$ cat src/rtl/pfe_pkg.sv
`timescale 1ns / 1ps
// ----------------------------------------------------------------------------
// pfe_pkg
// shared constants, types and fade arithmetic for the palette fade engine
// ----------------------------------------------------------------------------
package pfe_pkg;

  // palette size and walk length
  localparam int ENTRIES  = 64;
  localparam int MAX_WALK = 64;
  localparam int WALK     = (ENTRIES > MAX_WALK) ? MAX_WALK : ENTRIES;
  localparam int ADDR_W   = (ENTRIES > 1) ? $clog2(ENTRIES) : 1;
  localparam int CNT_W    = (WALK > 1) ? $clog2(WALK) : 1;

  // field widths
  localparam int MODE_W  = 2;
  localparam int INDEX_W = 6;
  localparam int COLOR_W = 16;
  localparam int IN_W    = 24;
  localparam int OUT_W   = 24;

  // mode codes
  localparam logic [MODE_W-1:0] MODE_LOAD     = 2'd0;
  localparam logic [MODE_W-1:0] MODE_FADE_OUT = 2'd1;
  localparam logic [MODE_W-1:0] MODE_FADE_IN  = 2'd2;

  // packed rgb555 constants
  localparam logic [COLOR_W-1:0] GUARD_BITS = 16'b1000010000100000;
  localparam logic [COLOR_W-1:0] STEP_ONE   = 16'b0000100001000010;
  localparam logic [COLOR_W-1:0] CHAN_MASK  = 16'b0111101111011111;

  typedef struct packed {
    logic                saved_we;
    logic                cur_we;
    logic [ADDR_W-1:0]   waddr;
    logic [COLOR_W-1:0]  saved_wdata;
    logic [COLOR_W-1:0]  cur_wdata;
    logic [ADDR_W-1:0]   raddr;
  } mem_req_t;

  typedef struct packed {
    logic [COLOR_W-1:0] saved;
    logic [COLOR_W-1:0] cur;
  } mem_rsp_t;

  // one step toward black
  function automatic logic [COLOR_W-1:0] fade_down(input logic [COLOR_W-1:0] c);
    logic [COLOR_W-1:0] n;
    logic [COLOR_W-1:0] v;
    n = (c | GUARD_BITS) - STEP_ONE;
    v = n & GUARD_BITS;
    v = v - (v >> 5);
    return n & v;
  endfunction

  // one step toward the saved color
  function automatic logic [COLOR_W-1:0] fade_up(input logic [COLOR_W-1:0] s,
                                                 input logic [COLOR_W-1:0] d);
    logic [COLOR_W-1:0] n;
    logic [COLOR_W-1:0] v;
    n = (s & CHAN_MASK) + STEP_ONE;
    v = ((d & CHAN_MASK) - n) & GUARD_BITS;
    v = v - (v >> 5);
    return (d & v) | (n & ~v);
  endfunction

endpackage

$ cat src/rtl/pfe_ram.sv
`timescale 1ns / 1ps
// ----------------------------------------------------------------------------
// pfe_ram
// simple dual-port synchronous ram, one write and one registered read port
// ----------------------------------------------------------------------------
module pfe_ram #(
  parameter int DEPTH = 64,
  parameter int WIDTH = 16,
  parameter int AW    = (DEPTH > 1) ? $clog2(DEPTH) : 1
) (
  input  logic             clk,
  input  logic             we,
  input  logic [AW-1:0]    waddr,
  input  logic [WIDTH-1:0] wdata,
  input  logic [AW-1:0]    raddr,
  output logic [WIDTH-1:0] rdata
);

  logic [WIDTH-1:0] mem [DEPTH];

  always_ff @(posedge clk) begin
    if (we) begin
      mem[waddr] <= wdata;
    end
  end

  always_ff @(posedge clk) begin
    rdata <= mem[raddr];
  end

endmodule

$ cat src/rtl/pfe_walker.sv
`timescale 1ns / 1ps
// ----------------------------------------------------------------------------
// pfe_walker
// command decode, read-modify-write sequencer and two-slot result buffer
// ----------------------------------------------------------------------------
module pfe_walker
  import pfe_pkg::*;
(
  input  logic              clk,
  input  logic              rst,
  input  logic              in_valid,
  output logic              in_ready,
  input  logic [MODE_W-1:0] in_mode,
  input  logic [INDEX_W-1:0] in_index,
  input  logic [COLOR_W-1:0] in_color,
  output logic              out_valid,
  input  logic              out_ready,
  output logic [INDEX_W-1:0] out_index,
  output logic [COLOR_W-1:0] out_color,
  output logic              out_last,
  output mem_req_t          mem_req,
  input  mem_rsp_t          mem_rsp
);

  // sequencer state
  logic             active;
  logic             fade_in;
  logic [CNT_W-1:0] k;
  logic             inflight;
  logic [CNT_W-1:0] inf_idx;
  logic             inf_last;

  // result buffer
  logic [INDEX_W-1:0] slot_index [2];
  logic [COLOR_W-1:0] slot_color [2];
  logic               slot_last  [2];
  logic               rd_ptr;
  logic               wr_ptr;
  logic [1:0]         count;

  logic               accept;
  logic               is_step;
  logic               is_load;
  logic               pop;
  logic               push;
  logic               issue;
  logic               k_last;
  logic [1:0]         used;
  logic [COLOR_W-1:0] new_color;

  assign in_ready = !active && !inflight;
  assign accept   = in_valid && in_ready;
  assign is_step  = (in_mode == MODE_FADE_OUT) || (in_mode == MODE_FADE_IN);
  assign is_load  = (in_mode == MODE_LOAD) && (32'(in_index) < ENTRIES);

  assign out_valid = (count != 2'd0);
  assign out_index = slot_index[rd_ptr];
  assign out_color = slot_color[rd_ptr];
  assign out_last  = slot_last[rd_ptr];
  assign pop       = out_valid && out_ready;
  assign push      = inflight;

  // slots taken after this cycle's pop, counting the read in flight
  assign used   = count + {1'b0, inflight} - {1'b0, pop};
  assign issue  = active && (used < 2'd2);
  assign k_last = (k == CNT_W'(WALK - 1));

  assign new_color = fade_in ? fade_up(mem_rsp.cur, mem_rsp.saved)
                             : fade_down(mem_rsp.cur);

  always_comb begin
    mem_req.raddr       = ADDR_W'(k);
    mem_req.saved_we    = accept && is_load;
    mem_req.cur_we      = inflight || (accept && is_load);
    mem_req.waddr       = inflight ? ADDR_W'(inf_idx) : ADDR_W'(in_index);
    mem_req.saved_wdata = in_color;
    mem_req.cur_wdata   = inflight ? new_color : in_color;
  end

  always_ff @(posedge clk) begin
    if (rst) begin
      active   <= 1'b0;
      fade_in  <= 1'b0;
      k        <= '0;
      inflight <= 1'b0;
      rd_ptr   <= 1'b0;
      wr_ptr   <= 1'b0;
      count    <= 2'd0;
    end else begin
      if (accept && is_step) begin
        active  <= 1'b1;
        fade_in <= (in_mode == MODE_FADE_IN);
        k       <= '0;
      end else if (issue) begin
        k <= k + 1'b1;
        if (k_last) begin
          active <= 1'b0;
        end
      end
      inflight <= issue;
      if (pop) begin
        rd_ptr <= !rd_ptr;
      end
      if (push) begin
        wr_ptr <= !wr_ptr;
      end
      count <= count + {1'b0, push} - {1'b0, pop};
    end
  end

  always_ff @(posedge clk) begin
    if (issue) begin
      inf_idx  <= k;
      inf_last <= k_last;
    end
    if (push) begin
      slot_index[wr_ptr] <= INDEX_W'(inf_idx);
      slot_color[wr_ptr] <= new_color;
      slot_last[wr_ptr]  <= inf_last;
    end
  end

endmodule

$ cat src/rtl/palette_fade_engine_top.sv
`timescale 1ns / 1ps
// ----------------------------------------------------------------------------
// palette_fade_engine_top
// rgb555 palette fade engine with saved and current palette memories
// ----------------------------------------------------------------------------
// A load transaction (mode 0) writes one color into both the saved and the
// current palette together and returns nothing. A fade-out (mode 1) or
// fade-in (mode 2) transaction walks entries 0 to 63 and returns one result
// per entry with tlast on the final one; mode 3 is dropped. The walk reads
// one entry per cycle from the two palette memories while the result
// buffer has room; results leave through a two-slot buffer, so output
// stalls slow the walk but never lose data. The input is held off
// (tready low) while a step is being walked, and a new step reads entry 0
// well after the previous write-back of it.
// Entries must be loaded before a step reads them.
// ----------------------------------------------------------------------------
module palette_fade_engine_top
  import pfe_pkg::*;
(
  input  logic             clk,
  input  logic             rst,
  // input transaction
  input  logic             s_axis_tvalid,
  output logic             s_axis_tready,
  input  logic [IN_W-1:0]  s_axis_tdata,   // mode[1:0], entry_index[7:2], load_color[23:8]
  // result transaction
  output logic             m_axis_tvalid,
  input  logic             m_axis_tready,
  output logic [OUT_W-1:0] m_axis_tdata,   // out_index[5:0], out_color[21:6], zero[23:22]
  output logic             m_axis_tlast    // last
);

  mem_req_t           mem_req;
  mem_rsp_t           mem_rsp;
  logic [INDEX_W-1:0] out_index;
  logic [COLOR_W-1:0] out_color;

  // sequencer, fade datapath and result buffer
  pfe_walker u_walker (
    .clk       (clk),
    .rst       (rst),
    .in_valid  (s_axis_tvalid),
    .in_ready  (s_axis_tready),
    .in_mode   (s_axis_tdata[1:0]),
    .in_index  (s_axis_tdata[7:2]),
    .in_color  (s_axis_tdata[23:8]),
    .out_valid (m_axis_tvalid),
    .out_ready (m_axis_tready),
    .out_index (out_index),
    .out_color (out_color),
    .out_last  (m_axis_tlast),
    .mem_req   (mem_req),
    .mem_rsp   (mem_rsp)
  );

  // saved palette, written by loads only
  pfe_ram #(
    .DEPTH (ENTRIES),
    .WIDTH (COLOR_W)
  ) u_saved_ram (
    .clk   (clk),
    .we    (mem_req.saved_we),
    .waddr (mem_req.waddr),
    .wdata (mem_req.saved_wdata),
    .raddr (mem_req.raddr),
    .rdata (mem_rsp.saved)
  );

  // current palette, written by loads and by step write-back
  pfe_ram #(
    .DEPTH (ENTRIES),
    .WIDTH (COLOR_W)
  ) u_cur_ram (
    .clk   (clk),
    .we    (mem_req.cur_we),
    .waddr (mem_req.waddr),
    .wdata (mem_req.cur_wdata),
    .raddr (mem_req.raddr),
    .rdata (mem_rsp.cur)
  );

  assign m_axis_tdata = {2'b00, out_color, out_index};

endmodule

$ cat config.mk
export PLATFORM = sky130hd
export DESIGN_NAME = palette_fade_engine_top
export DESIGN_NICKNAME = d
export VERILOG_FILES = /design/src/rtl/pfe_pkg.sv /design/src/rtl/pfe_ram.sv /design/src/rtl/pfe_walker.sv /design/src/rtl/palette_fade_engine_top.sv
export SDC_FILE = /design/constraint.sdc
export NUM_CORES = 2
export LEC_CHECK = 0
export BUFFER_PORTS_ARGS = -buffer_cell sky130_fd_sc_hd__buf_2
export CAP_MARGIN = 20
export CORE_MARGIN = 2
export CORE_UTILIZATION = 45
export CTS_BUF_LIST = sky130_fd_sc_hd__clkbuf_2 sky130_fd_sc_hd__clkbuf_4 sky130_fd_sc_hd__clkbuf_8
export CTS_CLUSTER_DIAMETER = 120
export DETAILED_ROUTE_END_ITERATION = 16
export PLACE_DENSITY_LB_ADDON = 0.15
export SLEW_MARGIN = 40
export SYNTH_ARGS = -nofsm -noshare
export SYNTH_HDL_FRONTEND = slang
export SYNTH_SLANG_ARGS = --single-unit
$ cat constraint.sdc
create_clock -name clk -period 7.79 [get_ports clk]
set_clock_uncertainty 0.05 [all_clocks]
set_input_delay 0 -clock clk [delete_from_list [all_inputs] [get_ports clk]]
set_output_delay 0 -clock clk [all_outputs]
set_load 0.005 [all_outputs]
==> results.toml <==
[synthesis]
synthAdderAreaFrac_pct = 0.508
postSynth.asyncResetShare_pct = 0
synth_top_family_by_area = "multiplexers"
yosysWarnings = 0
synth_compound_area_share_pct = 1.09
synth_ff_type = "edfxtp_1"
synth-edff-count = 1909
synth_cell_type_count = 65
synth_largest_area_cell = "edfxtp_1"
synthCells = 3284
synth_top_area_share_pct = 75.6
synth_xor_area_share_pct = 0.231
syn-cell-area_mm2 = 0.0758
syn_avg_cell_area_um2 = 23.1
yosysSeqAreaShare_pct = 76.8
synth_area_leaders = "edfxtp_1 (76%), mux4_2 (18%), dfxtp_1 (1.1%)"
synth-simple-area-share_pct = 1.77
synth_mux_area_share_pct = 18.5
synth-seq-cells = 1952

[clocking]
cts_tree = "yes"
post_cts_buffers = 0
clk_latency_ns = 1.04
clock_sinks = 1952
root_buffer = "clkbuf_8"
cts_resized = 0
tritoncts.num_buffers = 331
clk_path_buf_depth = 4
cts.clk_slew.worst_paths_ns = 0.07
h-tree-depth = 5
cts_hold_buf = 36

[pwr]
leakage_nw = 26.2
vdd_ir_drop_max_v = 0.000150
pwr_density_cell_mw_per_mm2 = 259

[worst_hold_path]
hold_start = "s_axis_tdata[20]"
min_path_cells = 3
min_to = "u_saved_ram.mem[6][12]"
hp-class = "primary input to flip-flop"

[global_routing]
grt_pass1_wl_um = 269000
grt_max_degree = 83
grt_usage_pct = 22.1
antenna_found_initial = 13
grt_pass1_vias = 37027
grt_remaining_overflow = 0

[setup_path]
critPathSlowestCell = "a2111oi_4"
critPathCaptureType = "flip-flop"
arrival_ns = 6.35
crit_family = "compound AO/OA/AOI/OAI gates"
startpoint_type = "flip-flop"
r2r_end = "u_cur_ram.mem[12][11]"
r2r-start = "u_cur_ram.rdata[1]"
cp_cell_sequence = "inv_1 -> ha_1 -> inv_1 -> ha_1 -> a21oi_1 -> o21ai_1 -> a2111oi_4 -> o31ai_2 -> xnor2_1 -> inv_1 -> ha_1 -> o21a_1 -> nor2_1 -> a31oi_1 -> mux2_2 -> a31oi_4 -> buf_4"
crit_required_ns = 8.48
reg2regPathDepth = 17
r2r_slack_ns = 2.13
critPathBufInv = 4
crit_type = "flip-flop to flip-flop"
critPathMaxFanout = 41
cp_slowest_stage_delay_ns = 0.60

[placement]
hpwl_um = 108000
io_buffers = 52
pre_cts_ws_ns = 2.30
place_congestion = 0.818

[sta]
timing.final.crit_share_pct = 72.6
maxSlewViolCount = 0
rsz0062_at_grt = "false"
setup-tns-final_ns = 0
fmax_ghz = 0.177
tightest_slew_ns = 0.847
min_period_ns = 5.66
hold_violations = 0
slew_headroom_pct = 43.4
setup_slack_ns = 2.13
setup_viol = 0
whs_ns = 0.110

[die]
io-pin-count = 55
dieArea_mm2 = 0.172
rows = 150
chipHeight_um = 414
start_util_pct = 45.3
core_mm2 = 0.167
die_w_um = 414

[layout]
area_growth_pct = 14.3
drive_gt1_share_pct = 36.8
layout_common_cells = "edfxtp_1 (1909), mux4_2 (592), clkbuf_8 (347)"
fin_nets = 3713
final_common_cell = "edfxtp_1"

[route]
wl_um = 189000
first_pass_iters = 6
drc = 0
drt_iter0_drc = 4550
drtAntennaViolNets = 0
wire_per_inst_um = 31.0
vias_per_cell = 5.90
vias = 35992

[flow_run]
drv_cap = 0

[status]
status = "finished clean"
[worst reg2reg max path: cells and delay by family (launching register included)]
family	cells	cell delay, ns
flip-flops	1	0.48
adder cells (fa/ha/maj)	3	0.96
multiplexers	1	0.42
AND/OR/NAND/NOR	1	0.04
buffers and inverters	4	0.83
XOR/XNOR	1	0.43
AO/OA/AOI/OAI	7	2.13
[worst max path at each step]
stage,end,depth (start not counted),startpoint
floorplan,u_cur_ram.mem[0][13],15,u_cur_ram.rdata[1]
global placement,u_cur_ram.mem[46][11],17,u_cur_ram.rdata[1]
detailed placement,u_cur_ram.mem[14][11],17,u_cur_ram.rdata[1]
CTS,u_cur_ram.mem[12][11],17,u_cur_ram.rdata[1]
global route,u_cur_ram.mem[0][11],17,u_cur_ram.rdata[1]
finish,u_cur_ram.mem[12][11],17,u_cur_ram.rdata[1]
[kinds of logic after synthesis]
family                     count (synthesis)
AOI/OAI and AO/OA                        117
xor gates and xnor gates                  20
adders and majority gates                 31
buffers and inverters                    203
DFF                                     1952
muxes                                    654
other                                      1
and+or+nand+nor                          306
[Yosys cell counts, drive strengths merged (2+ instances only)]
| library cell | count |
|---|---|
| o31ai | 7 |
| nor2b | 21 |
| mux2 | 34 |
| xor2 | 9 |
| nor3b | 2 |
| nor3 | 10 |
| nor2 | 165 |
| nand4 | 5 |
| or2 | 4 |
| dfxtp | 43 |
| ha | 30 |
| mux2i | 28 |
| a21oi | 32 |
| a211o | 2 |
| a211oi | 21 |
| a21o | 4 |
| inv | 28 |
| xnor2 | 11 |
| nand3 | 21 |
| or3 | 2 |
| mux4 | 592 |
| o32ai | 8 |
| o22ai | 2 |
| nand2 | 54 |
| o31a | 2 |
| a31oi | 8 |
| a221oi | 3 |
| edfxtp | 1909 |
| clkbuf | 99 |
| and3 | 8 |
| and2 | 6 |
| o21ai | 11 |
| buf | 75 |
| o211ai | 4 |
| nand2b | 4 |
[where the power goes]
part / internal [mW] / leakage, nW / total, mW / switching, mW
Sequential: 11.7 / 17.5 / 11.8 / 0.0749
Combinational: 0.758 / 5.37 / 1.81 / 1.06
Clock: 4.87 / 3.30 / 8.84 / 3.97
Total: 17.3 / 26.2 / 22.4 / 5.10
[area by class of cell]
| type | instances | area [um^2] |
|---|---|---|
| diodes | 5 | 12.5 |
| clock buffers | 433 | 5420 |
| clock inverters | 132 | 837 |
| fillers | 12827 | 80600 |
| inverters | 29 | 109 |
| multi-input cells | 1130 | 17600 |
| flip-flops and latches | 1952 | 58200 |
| well taps | 2204 | 2760 |
| repair buffers | 211 | 1700 |
[flip-flops by register name (all words and copies together) (netlist names), named ones only]
signal / cells
u_walker.inf_last: 1
u_walker.count: 2
u_walker.inf_idx: 6
u_walker.inflight: 1
u_saved_ram.rdata: 16
u_walker.slot_index: 12
u_saved_ram.mem: 1024
u_walker.rd_ptr: 1
u_walker.slot_color: 32
u_walker.fade_in: 1
u_cur_ram.mem: 832
u_walker.slot_last: 2
u_walker.k: 6
u_cur_ram.rdata: 13
u_walker.active: 1
u_walker.wr_ptr: 1
[stage by stage]
stage,utilization (%),instance area (um^2),std cells,total power [mW]
floorplan,-,75800,3285,13.1
global placement,47.5,79400,5486,13.7
detailed placement,47.8,79900,5487,13.8
CTS,51.8,86600,6088,22.6
global route,51.8,86700,6092,23.2
finish,51.8,86700,6096,22.4
[routing by layer]
metal | up-vias | global-route usage [%] | routed length, um
met5 | - | 0 | 13
met4 | 2 | 6.29 | 4300
met3 | 280 | 4.21 | 13000
met2 | 1383 | 34.2 | 89700
met1 | 19576 | 32.2 | 82000
li1 | 14751 | - | -
(Power assumes the default switching activity.)
